### config.mk
export PLATFORM = sky130hd
export DESIGN_NAME = hms_time_parser
export DESIGN_NICKNAME = d
export VERILOG_FILES = /design/src/rtl/hms_pkg.sv /design/src/rtl/hms_time_parser.sv /design/src/rtl/hms_front.sv /design/src/rtl/hms_back.sv
export SDC_FILE = /design/constraint.sdc
export NUM_CORES = 1
export LEC_CHECK = 0
export ABC_CLOCK_PERIOD_IN_PS = 5370
export BUFFER_PORTS_ARGS = -buffer_cell sky130_fd_sc_hd__buf_2
export CORE_ASPECT_RATIO = 1.5
export CORE_UTILIZATION = 57
export CTS_CLUSTER_DIAMETER = 100
export CTS_CLUSTER_SIZE = 16
export DETAILED_ROUTE_END_ITERATION = 16
export PLACE_DENSITY = 0.81
export SLEW_MARGIN = 20
export SYNTH_ARGS = -nofsm -noshare
export SYNTH_HDL_FRONTEND = slang
export SYNTH_SLANG_ARGS = --single-unit
### constraint.sdc
create_clock -name i_clk -period 5.37 [get_ports i_clk]
set_input_delay 0.537 -clock i_clk [delete_from_list [all_inputs] [get_ports i_clk]]
set_output_delay 0.537 -clock i_clk [all_outputs]
set_load 0.01 [all_outputs]
### src/rtl/hms_pkg.sv
// Shared types and constants for the HH[:]MM[[:]SS] time string parser.
package hms_pkg;

    // Character classes.
    localparam logic [7:0] CharZero  = 8'h30;
    localparam logic [7:0] CharNine  = 8'h39;
    localparam logic [7:0] CharColon = 8'h3A;
    localparam logic [7:0] CharNul   = 8'h00;

    // Range limits, sized to the two-digit value width.
    localparam logic [6:0] HourMax     = 7'd23;
    localparam logic [6:0] HourMaxLeap = 7'd24;
    localparam logic [6:0] MinMax      = 7'd59;
    localparam logic [6:0] SecMax      = 7'd59;
    localparam logic [6:0] SecMaxLeap  = 7'd60;

    // Character queue between the front and the back.
    localparam int QDepth = 4;
    localparam int QAw    = $clog2(QDepth);
    localparam int QCw    = $clog2(QDepth + 1);

    // Mode register fields, bit 4 down to bit 0.
    typedef struct packed {
        logic req_term;
        logic leap_sec;
        logic no_sec;
        logic no_sep;
        logic leap_hour;
    } t_mode;

    // One classified character as it travels through the queue.
    typedef struct packed {
        logic       is_dig;
        logic       is_col;
        logic       is_nul;
        logic [3:0] dval;
    } t_char;

    // One result beat.
    typedef struct packed {
        logic       ok;
        logic [4:0] hours;
        logic [5:0] minutes;
        logic [5:0] seconds;
        logic [3:0] used;
    } t_result;

endpackage

### src/rtl/hms_time_parser.sv
// Top level of the streaming HH[:]MM[[:]SS] time string parser.
// The character that decides a result is first written into the character queue; once the
// parser pops it, the result beat is registered in the result stage and then offered.
// Throughput: one character per cycle; each character needs one step of the parser state
// machine, and a four-beat character queue lets input and output stall independently.
// A result held by a stalled consumer stops the parser until it is taken.
// Reset (synchronous, active low) clears the queue, the parser state and the mode register.
// After reset the parser waits for the first hour digit of a new string.
module hms_time_parser (
    input  logic       i_clk,
    input  logic       i_rst_n,
    input  logic       i_valid,
    output logic       o_ready,
    input  logic [7:0] i_ch,
    output logic       o_valid,
    input  logic       i_ready,
    output logic       o_ok,
    output logic [4:0] o_hours,
    output logic [5:0] o_minutes,
    output logic [5:0] o_seconds,
    output logic [3:0] o_used_chars,
    input  logic       i_cfg_valid,
    output logic       o_cfg_ready,
    input  logic [4:0] i_mode_bits
);

    logic             r_mode;
    hms_pkg::t_mode   r_mode_bits;
    logic             item_valid;
    hms_pkg::t_char   item;
    logic             pop;
    hms_pkg::t_result res;

    // Mode register; a configuration beat is always taken.
    assign o_cfg_ready = 1'b1;

    always_ff @(posedge i_clk) begin
        if (!i_rst_n) begin
            r_mode_bits <= '0;
            r_mode      <= 1'b0;
        end else if (i_cfg_valid) begin
            r_mode_bits <= hms_pkg::t_mode'(i_mode_bits);
            r_mode      <= 1'b1;
        end
    end

    hms_front u_front (
        .i_clk        (i_clk),
        .i_rst_n      (i_rst_n),
        .i_valid      (i_valid),
        .o_ready      (o_ready),
        .i_ch         (i_ch),
        .o_item_valid (item_valid),
        .o_item       (item),
        .i_pop        (pop)
    );

    hms_back u_back (
        .i_clk        (i_clk),
        .i_rst_n      (i_rst_n),
        .i_mode       (r_mode_bits),
        .i_item_valid (item_valid),
        .i_item       (item),
        .o_pop        (pop),
        .o_valid      (o_valid),
        .i_ready      (i_ready),
        .o_result     (res)
    );

    assign o_ok         = res.ok;
    assign o_hours      = res.hours;
    assign o_minutes    = res.minutes;
    assign o_seconds    = res.seconds;
    assign o_used_chars = res.used;

    // The mode register changes only on a configuration beat.
    a_mode_stable: assert property (@(posedge i_clk) disable iff (!i_rst_n)
        (r_mode && !i_cfg_valid) |=> $stable(r_mode_bits))
        else $error("mode register changed without a configuration beat");

    // Every result beat follows a popped character.
    a_res_cause: assert property (@(posedge i_clk) disable iff (!i_rst_n)
        $rose(o_valid) |-> $past(pop))
        else $error("result beat without a character");

    // Nothing is popped while the queue is empty.
    a_pop_item: assert property (@(posedge i_clk) disable iff (!i_rst_n)
        pop |-> item_valid)
        else $error("parser took a character that was not queued");

endmodule

### src/rtl/hms_front.sv
// Front end: accepts characters, classifies them and queues them for the parser.
module hms_front (
    input  logic           i_clk,
    input  logic           i_rst_n,
    input  logic           i_valid,
    output logic           o_ready,
    input  logic [7:0]     i_ch,
    output logic           o_item_valid,
    output hms_pkg::t_char o_item,
    input  logic           i_pop
);

    hms_pkg::t_char                 r_mem [hms_pkg::QDepth];
    logic [hms_pkg::QAw-1:0]        r_wptr;
    logic [hms_pkg::QAw-1:0]        r_rptr;
    logic [hms_pkg::QCw-1:0]        r_cnt;
    hms_pkg::t_char                 cls;
    logic                           push;

    // Classify the incoming character.
    always_comb begin
        cls.is_dig = (i_ch >= hms_pkg::CharZero) && (i_ch <= hms_pkg::CharNine);
        cls.is_col = (i_ch == hms_pkg::CharColon);
        cls.is_nul = (i_ch == hms_pkg::CharNul);
        cls.dval   = 4'(i_ch - hms_pkg::CharZero);
    end

    assign o_ready      = (r_cnt != hms_pkg::QCw'(hms_pkg::QDepth));
    assign push         = i_valid && o_ready;
    assign o_item_valid = (r_cnt != '0);
    assign o_item       = r_mem[r_rptr];

    // Queue storage.
    always_ff @(posedge i_clk) begin
        if (push) begin
            r_mem[r_wptr] <= cls;
        end
    end

    // Queue pointers and fill count.
    always_ff @(posedge i_clk) begin
        if (!i_rst_n) begin
            r_wptr <= '0;
            r_rptr <= '0;
            r_cnt  <= '0;
        end else begin
            if (push) begin
                r_wptr <= r_wptr + 1'b1;
            end
            if (i_pop) begin
                r_rptr <= r_rptr + 1'b1;
            end
            if (push && !i_pop) begin
                r_cnt <= r_cnt + 1'b1;
            end else if (!push && i_pop) begin
                r_cnt <= r_cnt - 1'b1;
            end
        end
    end

    // The back never pops an empty queue.
    a_pop_nonempty: assert property (@(posedge i_clk) disable iff (!i_rst_n)
        i_pop |-> (r_cnt != '0))
        else $error("pop from empty character queue");

    // The fill count never exceeds the depth.
    a_cnt_range: assert property (@(posedge i_clk) disable iff (!i_rst_n)
        r_cnt <= hms_pkg::QCw'(hms_pkg::QDepth))
        else $error("character queue count out of range");

    // A character classified as digit is neither colon nor zero byte.
    a_cls_excl: assert property (@(posedge i_clk) disable iff (!i_rst_n)
        o_item_valid |-> !(o_item.is_dig && (o_item.is_col || o_item.is_nul)))
        else $error("queued character has conflicting classes");

endmodule

### src/rtl/hms_back.sv
// Back end: the time parsing state machine and the registered result stage.
module hms_back (
    input  logic             i_clk,
    input  logic             i_rst_n,
    input  hms_pkg::t_mode   i_mode,
    input  logic             i_item_valid,
    input  hms_pkg::t_char   i_item,
    output logic             o_pop,
    output logic             o_valid,
    input  logic             i_ready,
    output hms_pkg::t_result o_result
);

    typedef enum logic [3:0] {
        PH_H1, PH_H2, PH_SEP, PH_M1, PH_M2, PH_AFTM, PH_S1, PH_S2, PH_TERM, PH_SKIP
    } t_phase;

    t_phase           r_phase, n_phase;
    logic [3:0]       r_tens, n_tens;
    logic [4:0]       r_hour, n_hour;
    logic [5:0]       r_min, n_min;
    logic [5:0]       r_sec, n_sec;
    logic             r_colon, n_colon;
    logic [3:0]       r_cnt, n_cnt;
    logic             r_ov, n_ov;
    hms_pkg::t_result r_res, n_res;

    logic             emit;
    logic             good;
    logic             do_m1;
    logic             do_s1;
    logic [6:0]       val;
    logic [6:0]       hour_lim;
    logic [6:0]       sec_lim;

    // Two-digit value from the held tens digit and the current digit.
    assign val      = {r_tens, 3'b000} + {2'b00, r_tens, 1'b0} + {3'b000, i_item.dval};
    assign hour_lim = i_mode.leap_hour ? hms_pkg::HourMaxLeap : hms_pkg::HourMax;
    assign sec_lim  = i_mode.leap_sec ? hms_pkg::SecMaxLeap : hms_pkg::SecMax;

    // A character is taken whenever the result stage can hold a new beat.
    assign o_pop = i_item_valid && (!r_ov || i_ready);

    // One parser step per popped character.
    always_comb begin
        n_phase = r_phase;
        n_tens  = r_tens;
        n_hour  = r_hour;
        n_min   = r_min;
        n_sec   = r_sec;
        n_colon = r_colon;
        n_cnt   = r_cnt;
        emit    = 1'b0;
        good    = 1'b0;
        do_m1   = 1'b0;
        do_s1   = 1'b0;
        case (r_phase)
            PH_H1: begin
                if (!i_item.is_dig) begin
                    emit = 1'b1;
                end else begin
                    n_tens  = i_item.dval;
                    n_cnt   = r_cnt + 1'b1;
                    n_phase = PH_H2;
                end
            end
            PH_H2: begin
                if (!i_item.is_dig || (val > hour_lim)) begin
                    emit = 1'b1;
                end else begin
                    n_hour  = val[4:0];
                    n_cnt   = r_cnt + 1'b1;
                    n_phase = PH_SEP;
                end
            end
            PH_SEP: begin
                if (i_item.is_col) begin
                    n_colon = 1'b1;
                    n_cnt   = r_cnt + 1'b1;
                    n_phase = PH_M1;
                end else if (!i_mode.no_sep) begin
                    emit = 1'b1;
                end else begin
                    n_colon = 1'b0;
                    do_m1   = 1'b1;
                end
            end
            PH_M1: begin
                do_m1 = 1'b1;
            end
            PH_M2: begin
                if (!i_item.is_dig || (val > hms_pkg::MinMax)) begin
                    emit = 1'b1;
                end else begin
                    n_min   = val[5:0];
                    n_cnt   = r_cnt + 1'b1;
                    n_phase = PH_AFTM;
                end
            end
            PH_AFTM: begin
                if (r_colon) begin
                    if (i_item.is_col) begin
                        n_cnt   = r_cnt + 1'b1;
                        n_phase = PH_S1;
                    end else if (i_mode.no_sec) begin
                        n_sec = '0;
                        emit  = 1'b1;
                        good  = !(i_mode.req_term && !i_item.is_nul);
                    end else begin
                        emit = 1'b1;
                    end
                end else if (i_mode.no_sec && !i_item.is_dig) begin
                    n_sec = '0;
                    emit  = 1'b1;
                    good  = !(i_mode.req_term && !i_item.is_nul);
                end else begin
                    do_s1 = 1'b1;
                end
            end
            PH_S1: begin
                do_s1 = 1'b1;
            end
            PH_S2: begin
                if (!i_item.is_dig || (val > sec_lim)) begin
                    emit = 1'b1;
                end else begin
                    n_sec = val[5:0];
                    n_cnt = r_cnt + 1'b1;
                    if (i_mode.req_term) begin
                        n_phase = PH_TERM;
                    end else begin
                        emit = 1'b1;
                        good = 1'b1;
                    end
                end
            end
            PH_TERM: begin
                // The terminator check follows the mode at this step.
                emit = 1'b1;
                good = !(i_mode.req_term && !i_item.is_nul);
            end
            PH_SKIP: begin
                if (i_item.is_nul) begin
                    n_phase = PH_H1;
                end
            end
            default: begin
                n_phase = PH_H1;
            end
        endcase

        // Minute tens digit, also reached straight from the hours when the separator is absent.
        if (do_m1) begin
            if (!i_item.is_dig) begin
                emit = 1'b1;
            end else begin
                n_tens  = i_item.dval;
                n_cnt   = r_cnt + 1'b1;
                n_phase = PH_M2;
            end
        end

        // Seconds tens digit, also reached straight from the minutes.
        if (do_s1) begin
            if (!i_item.is_dig) begin
                emit = 1'b1;
            end else begin
                n_tens  = i_item.dval;
                n_cnt   = r_cnt + 1'b1;
                n_phase = PH_S2;
            end
        end

        // Build the result from the updated values, then clear the string state when a result is emitted.
        n_res.ok      = good;
        n_res.hours   = good ? n_hour : '0;
        n_res.minutes = good ? n_min : '0;
        n_res.seconds = good ? n_sec : '0;
        n_res.used    = good ? n_cnt : '0;
        if (emit) begin
            n_tens  = '0;
            n_hour  = '0;
            n_min   = '0;
            n_sec   = '0;
            n_colon = 1'b0;
            n_cnt   = '0;
            n_phase = i_item.is_nul ? PH_H1 : PH_SKIP;
        end
    end

    // Result stage: holds a beat until the consumer takes it.
    always_comb begin
        n_ov = r_ov;
        if (o_pop && emit) begin
            n_ov = 1'b1;
        end else if (r_ov && i_ready) begin
            n_ov = 1'b0;
        end
    end

    // Parser state and result valid.
    always_ff @(posedge i_clk) begin
        if (!i_rst_n) begin
            r_phase <= PH_H1;
            r_tens  <= '0;
            r_hour  <= '0;
            r_min   <= '0;
            r_sec   <= '0;
            r_colon <= 1'b0;
            r_cnt   <= '0;
            r_ov    <= 1'b0;
        end else begin
            r_ov <= n_ov;
            if (o_pop) begin
                r_phase <= n_phase;
                r_tens  <= n_tens;
                r_hour  <= n_hour;
                r_min   <= n_min;
                r_sec   <= n_sec;
                r_colon <= n_colon;
                r_cnt   <= n_cnt;
            end
        end
    end

    // Result payload.
    always_ff @(posedge i_clk) begin
        if (o_pop && emit) begin
            r_res <= n_res;
        end
    end

    assign o_valid  = r_ov;
    assign o_result = r_res;

    // A successful parse consumed between four and eight characters.
    a_ok_used: assert property (@(posedge i_clk) disable iff (!i_rst_n)
        (r_ov && r_res.ok) |-> ((r_res.used >= 4'd4) && (r_res.used <= 4'd8)))
        else $error("successful result with impossible character count");

    // A failed parse reports all fields as zero.
    a_fail_zero: assert property (@(posedge i_clk) disable iff (!i_rst_n)
        (r_ov && !r_res.ok) |->
            ((r_res.hours == '0) && (r_res.minutes == '0) &&
             (r_res.seconds == '0) && (r_res.used == '0)))
        else $error("failed result carries nonzero fields");

    // While skipping the rest of a string, no per-string value survives.
    a_skip_clear: assert property (@(posedge i_clk) disable iff (!i_rst_n)
        (r_phase == PH_SKIP) |-> ((r_cnt == '0) && (r_hour == '0) && !r_colon))
        else $error("string state not cleared after a result");

    // A held result is not overwritten while the consumer stalls.
    a_no_overrun: assert property (@(posedge i_clk) disable iff (!i_rst_n)
        (r_ov && !i_ready) |-> !o_pop)
        else $error("character popped while result stage is blocked");

endmodule
# Yosys cells after proc, flatten, opt, wreduce, memory -nomap -nowiden
# Memory sizes are Yosys's and may differ from the RTL's. A register that Yosys moved wholly into a read port is not among the register bits.
# Cells that the tools add are included.
[totals]
reg_bits = 65
n_memories = 1
mem_bits_rw = 28
[op_classes]
n_eq_ne = 11
order_cmp = 5
n_reduce_logical = 28
n_addsub = 8
muxes = 89
[memory_table]
columns = ["name", "words", "word_bits", "rd", "rd_ports_with_merged_regs", "write_ports", "line_no", "rtl"]
rows = [
  ["u_front.r_mem", 4, 7, 1, 1, 1, "hms_front.sv:13", "hms_pkg::t_char r_mem [hms_pkg::QDepth];"],
]
[ops]
columns = ["op", "n"]
rows = [
  ["4-bit 2-to-1 mux", 34],
  ["6-bit 2-to-1 mux", 9],
  ["4-bit one-hot mux with 8 select lines", 1],
  ["1-bit 2-to-1 mux", 31],
  ["4-bit one-hot mux with 6 select lines", 1],
  ["4-bit by 3-bit == test with 1-bit output, second input constant", 4],
  ["5-bit 2-to-1 mux", 3],
  ["7-bit > comparator", 2],
  ["6-bit one-hot mux with 2 select lines", 1],
  ["1-bit logical AND", 9],
  ["3-bit 2-to-1 mux", 3],
  ["4-bit by 2-bit == test with 1-bit output, second input constant", 2],
  ["4-bit == test, second input constant", 2],
  ["8-bit by 6-bit == test with 1-bit output, second input constant", 1],
  ["8-bit by 6-bit >= comparator with 1-bit output, second input constant", 1],
  ["8-bit by 6-bit <= comparator with 1-bit output, second input constant", 1],
  ["8-bit zero test", 1],
  ["7-bit by 4-bit adder with 7-bit output", 1],
  ["7-bit by 5-bit adder with 7-bit output", 1],
  ["7-bit by 6-bit > comparator with 1-bit output, second input constant", 1],
  ["1-bit one-hot mux with 7 select lines", 1],
  ["1-bit zero test", 6],
  ["2-bit nonzero test", 3],
  ["3-bit nonzero test", 2],
  ["other kinds (14)", 20],
]

# Logic depth before layout (Yosys ltp)
[depth]
ltp_word = 12
depth_mapped = 16

# Hierarchy
# A second synthesis with hierarchy kept.
[unflattened]
hier_cells = 446
area_unflattened_um2 = 4897.2
[modules_own_cells]
columns = ["module", "n_inst", "cells_per_inst", "area_per_inst_um2"]
rows = [
  ["hms_back", 1, 334, 3169.3],
  ["hms_front", 1, 94, 1524.0],
  ["hms_time_parser", 1, 18, 203.9],
]

# Worst setup path after synthesis
# OpenSTA, ideal clock, no wires.
[synth_timing]
path_type = "register to register"
start = "reg with a tool-made name"
end = "reg u_back.r_res (netlist bit u_back.o_result[0]), enable pin"
stages_incl_launch_ff = 15
arrival_time_ns = 4.431
path_buffers = 2
required_time_ns = 4.969
slack_ns = 0.538
cell_sequence = "dfxtp_1 buf_6 mux4_1 ha_1 ha_1 fa_1 ha_1 nand4_1 nand2_1 a21oi_1 a21oi_1 o22ai_2 nor3_4 buf_4 nor2_1"
[synth_rtl]
columns = ["element", "line_no", "rtl"]
rows = [
  ["end signal, assigned", "hms_back.sv:229", "r_res <= n_res;"],
  ["end, declared", "hms_back.sv:26", "hms_pkg::t_result r_res, n_res;"],
]

==> out/metrics.csv <==
metric;value;unit
syn_area_per_cell;10.7;um2
Primary FF master, synth;edfxtp_1;
status;finished clean;
Worst Path Arrival;5.11;ns
Area Growth Syn to Fin;9.30;%
final hold violation count;0;
Setup Skew;0.00763;ns
Setup crit end;u_back.r_hour[2];
critical path's slowest cell;fa_1;
grt met2 use;45.1;%
total clock sinks;95;
Initial Util;59.4;%
I/O Buffers;41;
Via-to-Cell Ratio;6.20;
Reg2Reg Setup Slack;0.50;ns
Clock Tree Root;clkbuf_16;
CP max FO;16;
Avg WL per Cell;18.3;um
TritonRoute pass-1 iters;5;
sw power;1.20;mW
register bit total from synthesis;95;
# DRC;0;
post-CTS setup repair buffer count;0;
post-route setup TNS;0;ns
synthesized area;5060;um2
total CTS buffers;9;
share of post-route cells with drive strength above 1;18.0;%
Rel. slew slack;42.5;%
CTS Hold Bufs;0;
fin area;5530;um2
Worst Max-Slew Pin Slew;0.861;ns
cell family with most CP delay;adder cells;
P_int;1.72;mW
Placement Cell Area;5260;um2
Largest stage delay, worst path;0.69;ns
WS Path Type;reg -> reg;
Post-Syn Nets;515;
Clk pwr share;20.2;%
row count;41;
part of the power in combinational logic;43.4;%
Flop pwr share;36.4;%
vias;3802;
GR peak layer;met2;
HP Class;in -> reg;
clk_lat worst skew;0.35;ns
ANT cells;0;
Total GRT Usage;25.9;%
Setup crit end kind;flop;
Async SR Flop Fraction;0;%
leakage power;2.08;nW
die area;9270;um2
placer congestion estimate;0.922;
htree depth;3;
Resize count post-CTS;0;
largest net degree at the start of global routing;34;
first-pass GRT wire length;18.4;mm
worst reg-to-reg path cell count;12;
hold path depth;1;
Cell Chain, Critical Path;mux4_1 > ha_1 > ha_1 > fa_1 > ha_1 > a21oi_1 > a21oi_1 > a21oi_1 > o22ai_2 > nor3_4 > nand2_2 > o32ai_1;
Critical Path Start Type;flop;
GR Layer Usage met1;29.2;%
Crit path depth;12;
initial drt markers;320;
met3 usage;3.35;%
RSZ-0062 raised after global routing;false;
PwrDens;528;nW/um2
dpl hpwl;8.12;mm
number of synthesized flops with an enable pin;50;
period utilization;90.7;%
Sw Ratio;41.2;%
CTS tree;yes;
max-cap check violation count;0;
final setup fails;0;
WP data required;5.61;ns
synth unique cells;82;
die width;78.9;um
post-synthesis cell count;474;
drt total wl;11.2;mm
Yosys warning count;0;
Max Clk Rate;205;MHz
Final Max Tran Viols;0;
Worst Path Buf+Inv;0;
HP Start;i_ch[0];
antenna violations before repair;0;
sequential area share after synthesis;47.5;%
num ports;43;
grt ovf;0;
vias in the first global route;3735;
Final ANT Viol Nets;0;
fin crit period;4.87;ns
Worst VDD drop;352;uV
CTS clk-pin slew, worst paths;0.07;ns
core area;8520;um2
die height;117;um
CTS Buffer Depth;2;
RR Endpoint;u_back.r_hour[2];
Min Hold Slack;0.430;ns
nets@finish;542;
cells by family after synthesis:
kind of cell,after synthesis,synth area share [%]
adders and majority gates,23,6.13
buffers and inverters,44,4.45
and+or+nand+nor,173,17.5
DFF,95,47.5
other,1,0.0741
AOI/OAI and AO/OA,102,15.0
xor gates and xnor gates,9,1.71
muxes,27,7.61
synth_stat cells, types with 4 or more instances:
library cell / instances / area [um2]
a21oi_1: 23 / 115
nand2_1: 47 / 176
and3_1: 9 / 56.3
mux2i_1: 19 / 190
edfxtp_1: 50 / 1500
or3_1: 4 / 25.0
o2bb2ai_1: 6 / 52.6
clkbuf_1: 16 / 60.1
a22oi_1: 6 / 45.0
nand3_1: 12 / 60.1
xor2_1: 6 / 52.6
o32ai_1: 10 / 87.6
mux4_1: 6 / 158
nand4b_1: 4 / 35.0
o21a_1: 4 / 30.0
nor2_1: 56 / 210
o211ai_1: 5 / 37.5
inv_1: 15 / 56.3
dfxtp_1: 45 / 901
nor2b_1: 5 / 31.3
o21ai_0: 9 / 45.0
ha_1: 20 / 250
a22o_2: 6 / 60.1
layout by cell type (no fill, tap or decap), drive strengths merged, types with 5 or more instances in the layout:
| master | Yosys | final |
|---|---|---|
| and3 | 10 | 10 |
| nor2b | 5 | 5 |
| mux2i | 19 | 19 |
| and2 | 7 | 7 |
| mux4 | 7 | 7 |
| o2bb2ai | 6 | 6 |
| o21ai | 12 | 12 |
| a21oi | 25 | 25 |
| a22oi | 6 | 6 |
| a22o | 6 | 6 |
| dfxtp | 45 | 45 |
| buf | 8 | 44 |
| ha | 20 | 20 |
| nand2 | 48 | 48 |
| inv | 15 | 17 |
| o211ai | 5 | 5 |
| clkbuf | 20 | 10 |
| edfxtp | 50 | 50 |
| o32ai | 10 | 10 |
| nor2 | 56 | 56 |
| xor2 | 7 | 7 |
| nand3 | 12 | 12 |
sequential cells by signal (all words and copies together), names as in the netlist, named ones only:
signal and flops:
u_front.r_rptr 2, u_back.o_result 22, u_front.r_cnt 3, u_back.r_cnt 4, r_mode_bits 5, u_back.o_valid 1, u_back.r_min 6, u_front.r_mem 28
u_back.r_hour 5, u_back.r_phase 4, u_back.r_tens 4, u_back.r_colon 1, u_back.r_sec 6, u_front.r_wptr 2
power groups by stage:
stage,combinational [mW],sequential [mW],clock (mW)
2_1_floorplan,0.917,1.08,0
3_3_place_gp,1.20,1.07,0
3_5_place_dp,1.25,1.08,0
4_1_cts,1.26,1.06,0.591
5_1_grt,1.39,1.09,0.618
6_report,1.27,1.06,0.590
worst min-delay path by stage:
stage	to	slack, ns
detailed placement	u_back.r_sec[4]	0.45
finish	u_front.r_mem[2][0]	0.43
CTS	u_front.r_mem[2][0]	0.42
global route	u_front.r_mem[2][0]	0.44
global placement	u_back.r_sec[4]	0.44
floorplan	u_back.r_sec[4]	0.43
layout make-up:
class,count,area (um2)
Fill cell,679,2980
Sequential cell,95,2400
Timing Repair Buffer,44,228
Inverter,16,60.1
Clock inverter,6,45.0
Clock buffer,10,229
Multi-Input combinational cell,335,2430
Tap cell,107,134
metrics by stage:
step / power (mW) / util, % / std cells / setup slack (ns)
6_report: 2.92 / 65.0 / 613 / 0.500
5_1_grt: 3.09 / 65.0 / 613 / 0.230
4_1_cts: 2.91 / 65.0 / 613 / 0.571
3_5_place_dp: 2.32 / 61.7 / 597 / 0.573
3_3_place_gp: 2.27 / 61.7 / 597 / 0.745
2_1_floorplan: 1.99 / - / 474 / 0.538
per-layer routing:
metal / part of all wire [%] / wire length, um / up-vias
met3: 3.4 / 380 / 32
met1: 38 / 4300 / 1817
met5: 0 / 0 / -
met2: 54 / 6020 / 148
li1: - / - / 1805
met4: 4.6 / 514 / 0
(Power assumes the default switching activity.)
